$ cat src/sv/udiv_pkg.sv
`timescale 1ns / 1ps

package udiv_pkg;

  // Operand width; one cell per bit.
  localparam int unsigned DivW    = 64;
  localparam int unsigned CntW    = $clog2(DivW);
  // Stream payload widths, padded to whole bytes.
  localparam int unsigned InDataW  = 2 * DivW;
  localparam int unsigned OutUsedW = 2 * DivW + 1;
  localparam int unsigned OutDataW = ((OutUsedW + 7) / 8) * 8;

  // Control broadcast from the sequencer to every cell of the row.
  typedef struct packed {
    logic load;  // Capture a new operand pair.
    logic step;  // Advance one quotient bit.
    logic take;  // Subtract the divisor in this step.
  } cell_ctl_t;

endpackage

$ cat src/sv/udiv_cell.sv
`timescale 1ns / 1ps

module udiv_cell (
  input  logic                clk_i,
  input  udiv_pkg::cell_ctl_t ctl_i,
  input  logic                dividend_bit_i,
  input  logic                divisor_bit_i,
  input  logic                rem_in_i,
  input  logic                num_in_i,
  input  logic                borrow_i,
  output logic                rem_o,
  output logic                num_o,
  output logic                borrow_o
);
  import udiv_pkg::*;

  logic rem_q, rem_d;
  logic num_q, num_d;
  logic den_q, den_d;
  logic diff;

  // One bit of the shifted remainder minus one bit of the divisor.
  assign diff     = rem_in_i ^ den_q ^ borrow_i;
  assign borrow_o = (~rem_in_i & den_q) | (~(rem_in_i ^ den_q) & borrow_i);

  // Next state: load an operand bit, or shift and optionally keep the difference.
  always_comb begin
    rem_d = rem_q;
    num_d = num_q;
    den_d = den_q;
    if (ctl_i.load) begin
      rem_d = 1'b0;
      num_d = dividend_bit_i;
      den_d = divisor_bit_i;
    end else if (ctl_i.step) begin
      rem_d = ctl_i.take ? diff : rem_in_i;
      num_d = num_in_i;
    end
  end

  always_ff @(posedge clk_i) begin
    rem_q <= rem_d;
    num_q <= num_d;
    den_q <= den_d;
  end

  assign rem_o = rem_q;
  assign num_o = num_q;

endmodule

$ cat src/sv/unsigned_divider_64.sv
`timescale 1ns / 1ps

// 64-bit unsigned divider giving quotient and remainder together.
// Input channel s_axis: one transaction carries a dividend and a divisor.
// Output channel m_axis: one transaction carries the quotient, the remainder
// and a divide-by-zero flag for each input transaction, in order.
// A zero divisor gives quotient 0, remainder equal to the dividend, and the flag set.
// The datapath is a row of 64 one-bit cells that together hold the partial
// remainder, the dividend/quotient shift register and the divisor; the row
// resolves one quotient bit per cycle with a borrow chain through all cells.
// An input transaction loads the row; after the 64 bit steps the result moves
// into the output register, where it becomes valid.
// One item is in the row at a time: a new one is accepted only once it has left.
// The output register lets the next item be accepted while a result waits.
// If the receiver stalls, a finished item holds in the row until the output
// register frees up, and s_axis_tready stays low meanwhile.
// Reset clears the sequencer and the output valid flag; no result is pending.
module unsigned_divider_64 (
  input  logic                          clk_i,
  input  logic                          rst_ni,
  input  logic                          s_axis_tvalid,
  output logic                          s_axis_tready,
  // [63:0] dividend, [127:64] divisor
  input  logic [udiv_pkg::InDataW-1:0]  s_axis_tdata,
  output logic                          m_axis_tvalid,
  input  logic                          m_axis_tready,
  // [63:0] quotient, [127:64] remainder, [128] div_by_zero, rest zero
  output logic [udiv_pkg::OutDataW-1:0] m_axis_tdata
);
  import udiv_pkg::*;

  localparam logic [1:0] StIdle = 2'd0;
  localparam logic [1:0] StRun  = 2'd1;
  localparam logic [1:0] StDone = 2'd2;
  localparam logic [CntW-1:0] LastStep = CntW'(DivW - 1);

  logic [1:0]      state_q, state_d;
  logic [CntW-1:0] cnt_q, cnt_d;
  logic            dz_q, dz_d;
  logic            out_valid_q, out_valid_d;
  logic [DivW-1:0] out_quot_q, out_quot_d;
  logic [DivW-1:0] out_rem_q, out_rem_d;
  logic            out_dz_q, out_dz_d;

  logic            in_fire;
  logic            out_free;
  logic            out_load;
  cell_ctl_t       ctl;
  logic [DivW-1:0] dividend, divisor;
  logic [DivW-1:0] rem_row, num_row, rem_in_row, num_in_row;
  logic [DivW:0]   borrow_row;

  assign dividend = s_axis_tdata[DivW-1:0];
  assign divisor  = s_axis_tdata[2*DivW-1:DivW];

  assign s_axis_tready = (state_q == StIdle);
  assign in_fire       = s_axis_tvalid & s_axis_tready;
  assign out_free      = ~out_valid_q | m_axis_tready;
  assign out_load      = (state_q == StDone) & out_free;

  // A set top remainder bit means the shifted value exceeds 64 bits: always subtract.
  assign ctl.load = in_fire;
  assign ctl.step = (state_q == StRun);
  assign ctl.take = rem_row[DivW-1] | ~borrow_row[DivW];

  // Neighbor wiring: remainder and quotient bits move one cell up per step.
  assign rem_in_row    = {rem_row[DivW-2:0], num_row[DivW-1]};
  assign num_in_row    = {num_row[DivW-2:0], ctl.take};
  assign borrow_row[0] = 1'b0;

  for (genvar i = 0; i < DivW; i++) begin : g_cell
    udiv_cell u_cell (
      .clk_i          (clk_i),
      .ctl_i          (ctl),
      .dividend_bit_i (dividend[i]),
      .divisor_bit_i  (divisor[i]),
      .rem_in_i       (rem_in_row[i]),
      .num_in_i       (num_in_row[i]),
      .borrow_i       (borrow_row[i]),
      .rem_o          (rem_row[i]),
      .num_o          (num_row[i]),
      .borrow_o       (borrow_row[i+1])
    );
  end

  // Sequencer: load, 64 bit steps, then hand off to the output register.
  always_comb begin
    state_d = state_q;
    cnt_d   = cnt_q;
    dz_d    = dz_q;
    unique case (state_q)
      StIdle: begin
        if (in_fire) begin
          state_d = StRun;
          cnt_d   = '0;
          dz_d    = (divisor == '0);
        end
      end
      StRun: begin
        cnt_d = cnt_q + CntW'(1);
        if (cnt_q == LastStep) begin
          state_d = StDone;
        end
      end
      StDone: begin
        if (out_free) begin
          state_d = StIdle;
        end
      end
      default: begin
        state_d = StIdle;
      end
    endcase
  end

  // Output register; a zero divisor overrides the row's quotient.
  always_comb begin
    out_valid_d = out_valid_q;
    out_quot_d  = out_quot_q;
    out_rem_d   = out_rem_q;
    out_dz_d    = out_dz_q;
    if (out_load) begin
      out_valid_d = 1'b1;
      out_dz_d    = dz_q;
      if (dz_q) begin
        out_quot_d = '0;
        // With a zero divisor every step keeps the shifted value, so the
        // remainder row ends up holding the dividend.
        out_rem_d  = rem_row;
      end else begin
        out_quot_d = num_row;
        out_rem_d  = rem_row;
      end
    end else if (m_axis_tready) begin
      out_valid_d = 1'b0;
    end
  end

  always_ff @(posedge clk_i or negedge rst_ni) begin
    if (!rst_ni) begin
      state_q     <= StIdle;
      cnt_q       <= '0;
      out_valid_q <= 1'b0;
    end else begin
      state_q     <= state_d;
      cnt_q       <= cnt_d;
      out_valid_q <= out_valid_d;
    end
  end

  always_ff @(posedge clk_i) begin
    dz_q       <= dz_d;
    out_quot_q <= out_quot_d;
    out_rem_q  <= out_rem_d;
    out_dz_q   <= out_dz_d;
  end

  assign m_axis_tvalid = out_valid_q;
  assign m_axis_tdata  = {{(OutDataW - OutUsedW){1'b0}}, out_dz_q, out_rem_q, out_quot_q};

endmodule

$ cat config.mk
export PLATFORM = sky130hd
export DESIGN_NAME = unsigned_divider_64
export DESIGN_NICKNAME = d
export VERILOG_FILES = /design/src/sv/udiv_pkg.sv /design/src/sv/udiv_cell.sv /design/src/sv/unsigned_divider_64.sv
export SDC_FILE = /design/constraint.sdc
export NUM_CORES = 1
export LEC_CHECK = 0
export ABC_AREA = 1
export BUFFER_PORTS_ARGS = -buffer_cell sky130_fd_sc_hd__buf_2
export CORE_UTILIZATION = 52
export DETAILED_ROUTE_END_ITERATION = 6
export PLACE_DENSITY = 0.73
export SLEW_MARGIN = 40
export SYNTH_ARGS = -nofsm -noshare
export SYNTH_HDL_FRONTEND = slang
export SYNTH_SLANG_ARGS = --single-unit
$ cat constraint.sdc
create_clock -name clk_i -period 39.8 [get_ports clk_i]
set_input_delay 1.99 -clock clk_i [delete_from_list [all_inputs] [get_ports clk_i]]
set_output_delay 1.99 -clock clk_i [all_outputs]
set_load 0.05 [all_outputs]
==> impl_results.md, run 1 <==
* Met1 Use GR at ~27%
* Syn avg cell area at 12.5 um^2
* Data required time of the worst path at about 40000 ps
* Crit-path most repeated cell: fa_1
* Die height at about 160 um
* Endpoints failing hold at 0
* HPWL Detailed at 19.1 mm
* Die Wd at ~160 um
* Root Driver: clkbuf_16
* Post-DRT Antenna Nets at 0
* Pin slew with the least headroom to its limit at a little under 800 ps
* M2 GR Usage at 33.8%
* I/O Buffers at approximately 260
* Core ar. at ~25000 um^2
* Post-Route WL at 27.9 mm
* CTS tree: built
* Nets@finish at ~1500
* Vias in the first global route at 8132
* Die area at 26900 um^2
* Cell Rows at 58
* Final Critical Period at 29490 ps
* Hold Crit Class: reg2reg
* Type of origin of the critical path: flop
* First-pass GRT wire length at between 40 and 50 mm
* PostCTS Resize Cnt at 0
* Post-synthesis sequential area ratio at 67.9%
* CP delay by family, top: adder cells
* Area contributors post-synth: edfxtp_1 (57%), dfxtp_1 (9.4%), fa_1 (9.2%), o21ai_0 (4.6%), inv_1 (4.3%)
* Fin util at ~64%
* Ys Warns at 0
* Highest clock rate at ~34 MHz
* Critical path type: reg2reg
* Hold depth at 0
* Grt total ovfl at 0
* Initial DRC count at about 760
* Initial antenna violation count at 3
* Cell variety after synth at 29
* Final Setup Violations at 0
* Max stage delay on crit path at roughly 550 ps
* Clock H-tree levels at 2
* Gpl congestion at 0.822
* RR Endpoint: g_cell[32].u_cell.rem_o$_SDFFE_PP0P_
* Total CTS buffers at 35
* Lkg Pwr at around 6.6 nW
* Clock Sinks at 331
* # DRC at 0
* Slew HR at between 40% and 50%
* Synth Instances at 1087
* Largest net degree at the start of global routing at ~130
* Setup TNS at 0 ps
* Yosys top cell by area: edfxtp_1
* I/O pin count at 270
* Fillers at between 1500 and 2000
* Worst-Skew Late Latency at ~500 ps
* Most frequent cells in the layout: buf_2 (262), edfxtp_1 (258), inv_1 (157)
* Worst R2R Path Depth at between 70 and 80
* Worst vdd ir at about 0.063 mV
* R2R Setup Slk at 10310 ps
* Mapped cell area at between 10000 and 15000 um^2
* Top-area cell type share of the netlist area at 56.8%
* Worst min-delay path endpoint: out_rem_q[63]$_DFFE_PP_
* Total power at roughly 1.4 mW
* Slowest-stage cell, CP: fa_1
* Number of max-cap violations at 0
* Pre-antenna DRT Iters at 5
* Commonest non-fill, non-tap cell in the layout: buf_2
* Reg clk slew, reported paths at 60 ps
* Status: complete, no violations
* Final Skew at 12.4 ps
* GR peak layer: met2
* Post-CTS setup buffer count at 0
* Slew Limit Fails at 0
* Crit path buf inv count at 3
* Synth-to-Final Area Change at 19.7%
* Fraction of layout instances using a drive strength above 1 at 23.8%
* GRT Util Overall at 20.8%
* M3 GR Usage at under 10%
* Crit-path max FO at 128
* Final period utilization at between 70% and 80%
* Hold_buf cts at 0
* Crit. End Element: flop
* Hold path startpoint: g_cell[63].u_cell.rem_o$_SDFFE_PP0P_
* Clock buffer depth at 3
* Avg Vias per Cell at slightly above 5
* Vias at about 8600
* Pwr dens at a little under 90 nW/um^2
* Synth Register Bits at approximately 330
* Wire per inst at between 15 and 20 um
* Initial core utilization at between 50 and 60%
* RSZ-0062 raised after global routing: false
* Reg2Reg Launch Point: g_cell[63].u_cell.num_o$_DFFE_PP_
* WP data arrival at 29840 ps
## flip-flops by register name, summed over array words and instances (netlist names)
signal               cells
state_q                  2
out_dz_q                 1
g_cell.u_cell.rem_o     64
out_rem_q               64
m_axis_tvalid            1
out_quot_q              64
g_cell.u_cell.den_q     64
cnt_q                    6
g_cell.u_cell.num_o     64
dz_q                     1
## cell usage after synthesis
cell type and count:
and2_1 3, fa_1 63, o22ai_1 1, inv_1 157
buf_6 7, edfxtp_1 258, o21ai_1 69, nand2_1 92
clkbuf_1 20, dfrtp_1 9, nand4_1 5, a31oi_1 1
buf_1 1, inv_4 1, xor2_1 1, nor2_4 1
buf_4 11, buf_2 17, a21oi_1 66, nand2_2 2
nand3_1 4, nand2_4 1, conb_1 1, ha_1 2
o21ai_0 126, inv_2 1, nor2_1 102, dfxtp_1 64
a22o_1 1
## cells by family (layout without fill, tap and decap cells)
kind of cell               Yosys count  count (layout)  share of synthesized area [%]
DFF                                331             331                           67.9
AOI/OAI and AO/OA                  264             264                           9.73
buffers and inverters              215             491                           6.78
and+or+nand+nor                    210             210                           6.11
adders and majority gates           65              65                           9.43
other                                1               9                         0.0275
xor gates and xnor gates             1               1                         0.0642
## layer usage
metal	up-vias	part of all wire, %
met1	4067	41
met5	-	0.047
li1	4152	-
met3	53	8.3
met2	302	47
met4	2	3.0
## stage by stage
| stage | cells | worst slack [ps] | hold WS, ps | instance area (um^2) |
|---|---|---|---|---|
| 6_report | 1701 | 10310 | 438 | 16300 |
| 3_3_place_gp | 1635 | 10290 | 423 | 15100 |
| 4_1_cts | 1699 | 10100 | 439 | 16300 |
| 5_1_grt | 1700 | 9300 | 447 | 16300 |
| 3_5_place_dp | 1636 | 10140 | 425 | 15200 |
| 2_1_floorplan | 1093 | 11680 | 408 | 13700 |
## where the power goes
| part | internal, mW | switching, mW | total (mW) |
|---|---|---|---|
| logic | 0.149 | 0.353 | 0.503 |
| registers | 0.534 | 0.0517 | 0.586 |
| clock network | 0.197 | 0.125 | 0.322 |
| total | 0.881 | 0.530 | 1.41 |
## worst max-delay path by stage
| stage | start | endpoint | slack [ps] | cells past startpoint |
|---|---|---|---|---|
| 2_1_floorplan | g_cell[0].u_cell.den_q$_DFFE_PP_ | g_cell[0].u_cell.rem_o$_SDFFE_PP0P_ | 11680 | 71 |
| 3_3_place_gp | g_cell[0].u_cell.den_q$_DFFE_PP_ | g_cell[49].u_cell.rem_o$_SDFFE_PP0P_ | 10290 | 70 |
| 3_5_place_dp | g_cell[0].u_cell.den_q$_DFFE_PP_ | g_cell[28].u_cell.rem_o$_SDFFE_PP0P_ | 10140 | 70 |
| 4_1_cts | g_cell[63].u_cell.num_o$_DFFE_PP_ | g_cell[28].u_cell.rem_o$_SDFFE_PP0P_ | 10100 | 71 |
| 5_1_grt | g_cell[63].u_cell.num_o$_DFFE_PP_ | g_cell[32].u_cell.rem_o$_SDFFE_PP0P_ | 9300 | 71 |
| 6_report | g_cell[63].u_cell.num_o$_DFFE_PP_ | g_cell[32].u_cell.rem_o$_SDFFE_PP0P_ | 10310 | 71 |
## area by class of cell
class | instances | area [um^2] | area share [%]
timing repair buffer | 269 | 1390 | 8.49
antenna | 2 | 5.00 | 0.0307
clock inverter | 12 | 133 | 0.813
inverter | 159 | 602 | 3.69
multi-input combinational | 547 | 3510 | 21.5
sequential | 331 | 9250 | 56.7
clock buffer | 51 | 1020 | 6.24
tap | 330 | 413 | 2.53
No activity file was read; power rests on OpenSTA's default activity.
==> run 2: changes to the inputs <==
==> constraint.sdc (replaced) <==
create_clock -name clk_i -period 29.5 [get_ports clk_i]
set_input_delay 1.475 -clock clk_i [delete_from_list [all_inputs] [get_ports clk_i]]
set_output_delay 1.475 -clock clk_i [all_outputs]
set_load 0.05 [all_outputs]
==> run 2 against run 1 <==
Against the previous run: clock power increased by 38%; combinational power increased by 45%; sequential share of layout area shrank 0.74 points; critical path depth unchanged; global-route usage grew 0.81 points; final cell count rose by 0.65%; largest power group unchanged; flip-flop and latch count is the same; register-to-register slack worse by 9400 ps; clock skew increased by 9.9 ps.
==> impl_results.md, run 2 (synthesis results as in run 1) <==
* Die area at between 20000 and 30000 um^2
* Final Skew at between 20 and 25 ps
* Area after DPL at about 15000 um^2
* Post-DRT Antenna Nets at 0
* Wire per inst at 17.1 um
* Die height at ~160 um
* Pre-antenna DRT Iters at 5
* Worst-Skew Late Latency at 520 ps
* Fin util at 64.9%
* Cell Rows at 58
* Slew Limit Fails at 0
* Crit path buf inv count at 3
* Most frequent cells in the layout: buf_2 (262), edfxtp_1 (258), inv_1 (157)
* Final Setup Violations at 0
* Clock buffer depth at 3
* Root Driver: clkbuf_16
* Status: complete, no violations
* Highest clock rate at ~35 MHz
* Pin slew with the least headroom to its limit at a little under 800 ps
* Final period utilization at between 90% and 100%
* Lkg Pwr at around 6.7 nW
* # DRC at 0
* Final Cell Area at 16500 um^2
* Crit-path most repeated cell: fa_1
* Number of max-cap violations at 0
* Data required time of the worst path at 29870 ps
* I/O Buffers at 262
* Critical path type: reg2reg
* Grt total ovfl at 0
* Fraction of layout instances using a drive strength above 1 at 25.2%
* Synth-to-Final Area Change at 21.3%
* Crit-path max FO at 8
* Slew HR at between 40 and 50%
* Vias in the first global route at 8495
* Worst vdd ir at between 0.06 and 0.07 mV
* Gpl congestion at approximately 0.8
* Commonest non-fill, non-tap cell in the layout: buf_2
* Slowest-stage cell, CP: fa_1
* I/O pin count at 270
* Nets@finish at roughly 1600
* Initial DRC count at slightly below 900
* Fillers at about 1900
* First-pass GRT wire length at between 40 and 50 mm
* Crit. End Element: flop
* Die Wd at 164 um
* Endpoints failing hold at 0
* Pwr dens at about 120 nW/um^2
* GRT Util Overall at between 20% and 30%
* Reg clk slew, reported paths at ~60 ps
* HPWL Detailed at 19.6 mm
* WP data arrival at 28960 ps
* Avg Vias per Cell at 5.14
* CTS tree: built
* Vias at about 9000
* Initial core utilization at between 50% and 60%
* Initial antenna violation count at 3
* Max stage delay on crit path at approximately 480 ps
* Largest net degree at the start of global routing at ~120
* CP delay by family, top: adder cells
* Total CTS buffers at 35
* Clock Sinks at between 300 and 400
* Post-Route WL at between 20 and 30 mm
* Core ar. at 25500 um^2
* Type of origin of the critical path: flop
* Final Critical Period at approximately 29000 ps
* Hold_buf cts at 0
* Hold Crit Class: reg2reg
* Clock H-tree levels at 2
## run 2: timing repair
action / in CTS / in global routing
gates resized for setup: 0 / 10
pin swaps: 1 / 2
endpoints found under the setup margin: 7 / 65
buffers inserted: 0 / 5
gates cloned: 1 / 3
## run 2: layout make-up
class / count / area (um^2) / area share, %
Clock buffer: 52 / 1030 / 6.24
Antenna cell: 2 / 5.00 / 0.0303
Timing Repair Buffer: 279 / 1550 / 9.37
Tap cell: 330 / 413 / 2.50
Multi-Input combinational cell: 548 / 3540 / 21.4
Sequential cell: 331 / 9250 / 56.0
Inverter: 159 / 602 / 3.64
Clock inverter: 11 / 144 / 0.870
## run 2: worst reg2reg max path: cells and delay by family, from the launching register on
family / cells / cell delay [ps]
DFF: 1 / 370
adders and majority gates: 64 / 27320
buffers and inverters: 3 / 270
and+or+nand+nor: 1 / 140
AOI/OAI and AO/OA: 3 / 330
## run 2: where the power goes
part	internal, mW	total (mW)	switching (mW)
clock network	0.270	0.444	0.175
logic	0.233	0.730	0.498
registers	0.722	0.794	0.0718
total	1.22	1.97	0.744
## run 2: worst paths after layout
check                                                startpoint                                  end  slack (ps)  depth (start not counted)
min in group asynchronous                                rst_ni                 cnt_q[1]$_DFFE_PN0P_         800                          1
min reg2reg                g_cell[49].u_cell.rem_o$_SDFFE_PP0P_              out_rem_q[49]$_DFFE_PP_         460                          0
max                            g_cell[0].u_cell.den_q$_DFFE_PP_  g_cell[3].u_cell.rem_o$_SDFFE_PP0P_         910                         71
max reg2reg                    g_cell[0].u_cell.den_q$_DFFE_PP_  g_cell[3].u_cell.rem_o$_SDFFE_PP0P_         910                         71
min                        g_cell[49].u_cell.rem_o$_SDFFE_PP0P_              out_rem_q[49]$_DFFE_PP_         460                          0
max in group asynchronous                                rst_ni                 cnt_q[0]$_DFFE_PN0P_       28500                          1
## run 2: per-stage QoR
step | setup TNS, ps | power (mW) | setup WS [ps] | std cells | hold slack [ps]
floorplan | 0 | 1.32 | 1380 | 1093 | 408
global placement | 0 | 1.46 | 453 | 1638 | 438
detailed placement | 0 | 1.49 | 38.3 | 1638 | 440
CTS | 0 | 1.95 | 8.12 | 1702 | 456
global route | -1.64 | 2.10 | -1.64 | 1711 | 467
finish | 0 | 1.97 | 910 | 1712 | 460
## run 2: metal layers
layer  track usage, %  vias to the layer above  part of all wire, %
li1                 -                     4178                    -
met1             27.4                     4208                   41
met2             35.1                      345                   48
met3             5.96                       63                  8.1
met4             8.54                        2                  3.3
met5                0                        -                0.044
==> run 3: changes to the inputs <==
==> constraint.sdc (replaced) <==
create_clock -name clk_i -period 29.3 [get_ports clk_i]
set_input_delay 1.465 -clock clk_i [delete_from_list [all_inputs] [get_ports clk_i]]
set_output_delay 1.465 -clock clk_i [all_outputs]
set_load 0.05 [all_outputs]
==> run 3 against run 2 <==
Against the previous run: core utilization fell by 0.27 points; register-to-register slack improved by 70 ps; sequential share of layout area rose by 0.23 points; cell area fell by 0.41%; via count rose by 0.70%; global-route usage rose by 0.21 points; count of clock-buffer cells in the layout fell by 3; total power fell by 0.81%; largest cell class unchanged; clock skew fell by 10 ps.
==> impl_results.md, run 3 (synthesis results as in run 1) <==
* Status: complete, no violations
* Fillers at 1905
* Reg clk slew, reported paths at around 60 ps
* Worst min-delay path endpoint: out_rem_q[63]$_DFFE_PP_
* Total power at just under 2 mW
* Grt total ovfl at 0
* Vias in the first global route at 8655
* Endpoints failing hold at 0
* Cell Rows at 58
* I/O pin count at 270
* FF+latch area at around 9300 um^2
* Crit. End Element: flop
* R2R Setup Slk at ~980 ps
* Lkg Pwr at 6.68 nW
* I/O Buffers at between 200 and 300
* Hold Crit Class: reg2reg
* Area after DPL at 15200 um^2
* Final Cell Area at ~16000 um^2
* Placed insts at 1639
* WP data arrival at roughly 29000 ps
* Clock H-tree levels at 2
* Initial DRC count at roughly 860
* Largest net degree at the start of global routing at about 130
* Hold path startpoint: g_cell[63].u_cell.rem_o$_SDFFE_PP0P_
* Hold depth at 0
* # DRC at 0
* Slew HR at ~48%
* Gpl congestion at just over 0.8
* Fraction of layout instances using a drive strength above 1 at 25.2%
* Commonest non-fill, non-tap cell in the layout: buf_2
* Final Setup Violations at 0
* Vias at slightly below 9000
* HPWL Detailed at a little under 20 mm
* Worst R2R Path Depth at 71
* Highest clock rate at between 30 and 40 MHz
* Slew Limit Fails at 0
* Nets@finish at roughly 1600
* RR Endpoint: g_cell[33].u_cell.rem_o$_SDFFE_PP0P_
* Crit-path max FO at 19
* Final period utilization at a little over nine tenths
* GRT Util Overall at ~22%
* Worst setup margin at just under 1000 ps
* Clock Sinks at about 330
* Hold_buf cts at 0
* Slowest-stage cell, CP: fa_1
* Critical path type: reg2reg
* Type of origin of the critical path: flop
* Reg2Reg Launch Point: g_cell[0].u_cell.den_q$_DFFE_PP_
* Final Skew at 12.0 ps
* Crit path buf inv count at 3
* Initial antenna violation count at 2
* RSZ-0062 raised after global routing: false
* CP delay by family, top: adder cells
* Core ar. at roughly 25000 um^2
* Synth-to-Final Area Change at 20.8%
* Footprint of the multi-input gates at about 3500 um^2
* Most frequent cells in the layout: buf_2 (262), edfxtp_1 (258), inv_1 (157)
* Die Wd at about 160 um
* Crit-path most repeated cell: fa_1
* Wire per inst at approximately 17 um
* Post-DRT Antenna Nets at 0
* First-pass GRT wire length at 44.8 mm
* Number of max-cap violations at 0
* Pwr dens at between 100 and 150 nW/um^2
* Worst-Skew Late Latency at approximately 500 ps
* Clock buffer depth at 3
* Pin slew with the least headroom to its limit at ~800 ps
* Data required time of the worst path at around 30000 ps
* Max stage delay on crit path at 480 ps
* Die height at approximately 160 um
* Die area at roughly 27000 um^2
* Initial core utilization at between 50% and 60%
* Worst vdd ir at 0.0645 mV
* CTS tree: built
* Post-route insts no fill at approximately 1700
* Dpl ws at -27.2 ps
* Pre-antenna DRT Iters at 6
* Final Critical Period at 28320 ps
* Total CTS buffers at 35
* Post-Route WL at 29.4 mm
* Root Driver: clkbuf_16
* Avg Vias per Cell at 5.18
[run 3: cell types whose count changed in the layout (fill, tap and decap cells not counted), moves of 2 or more]
cell	previous run	this run
clkbuf_8	6	2
clkbuf_1	10	12
buf_12	2	4
clkbuf_16	40	38
fa_2	8	10
fa_1	55	53
[run 3: power by group]
group | switching [mW] | internal, mW
Sequential | 0.0725 | 0.726
Clock | 0.172 | 0.245
Combinational | 0.500 | 0.237
[run 3: layer usage]
layer  vias up  share of wire (%)  GRT usage [%]
met2       352                 49           36.1
li1       4173                  -              -
met1      4281                 41           28.4
met3        52                7.7           5.00
met4         0                2.7           7.20
met5         -                  0              0
[run 3: layout make-up]
type	instances	share of cell area, %
antenna	2	0.0304
tap	330	2.51
sequential	331	56.2
clock inverter	12	0.760
multi-input combinational	548	21.5
clock buffer	49	5.76
inverter	159	3.65
timing repair buffer	280	9.60
[run 3: worst max path at each step]
stage                                     startpoint                                    to  slack, ps  cells after the start
floorplan           g_cell[0].u_cell.den_q$_DFFE_PP_   g_cell[0].u_cell.rem_o$_SDFFE_PP0P_       1180                     71
global placement    g_cell[0].u_cell.den_q$_DFFE_PP_  g_cell[17].u_cell.rem_o$_SDFFE_PP0P_        270                     71
detailed placement  g_cell[0].u_cell.den_q$_DFFE_PP_  g_cell[33].u_cell.rem_o$_SDFFE_PP0P_        -30                     71
CTS                 g_cell[0].u_cell.den_q$_DFFE_PP_  g_cell[33].u_cell.rem_o$_SDFFE_PP0P_         20                     71
global route        g_cell[0].u_cell.den_q$_DFFE_PP_  g_cell[33].u_cell.rem_o$_SDFFE_PP0P_          8                     71
finish              g_cell[0].u_cell.den_q$_DFFE_PP_  g_cell[33].u_cell.rem_o$_SDFFE_PP0P_        980                     71
[run 3: per-stage QoR]
| step | util (%) | hold slack [ps] | setup TNS, ps |
|---|---|---|---|
| after floorplan | - | 408 | 0 |
| after global placement | 59.6 | 430 | 0 |
| after detailed placement | 59.7 | 432 | -61.0 |
| after CTS | 64.0 | 447 | 0 |
| after global routing | 64.6 | 456 | 0 |
| final | 64.7 | 441 | 0 |
[run 3: what timing repair did]
action                                  4_1_cts  5_1_grt
buffers inserted                              1        3
cloned                                        1        3
endpoints found under the setup margin       30       65
pin swaps                                     1        2
gates resized for setup                       0       12
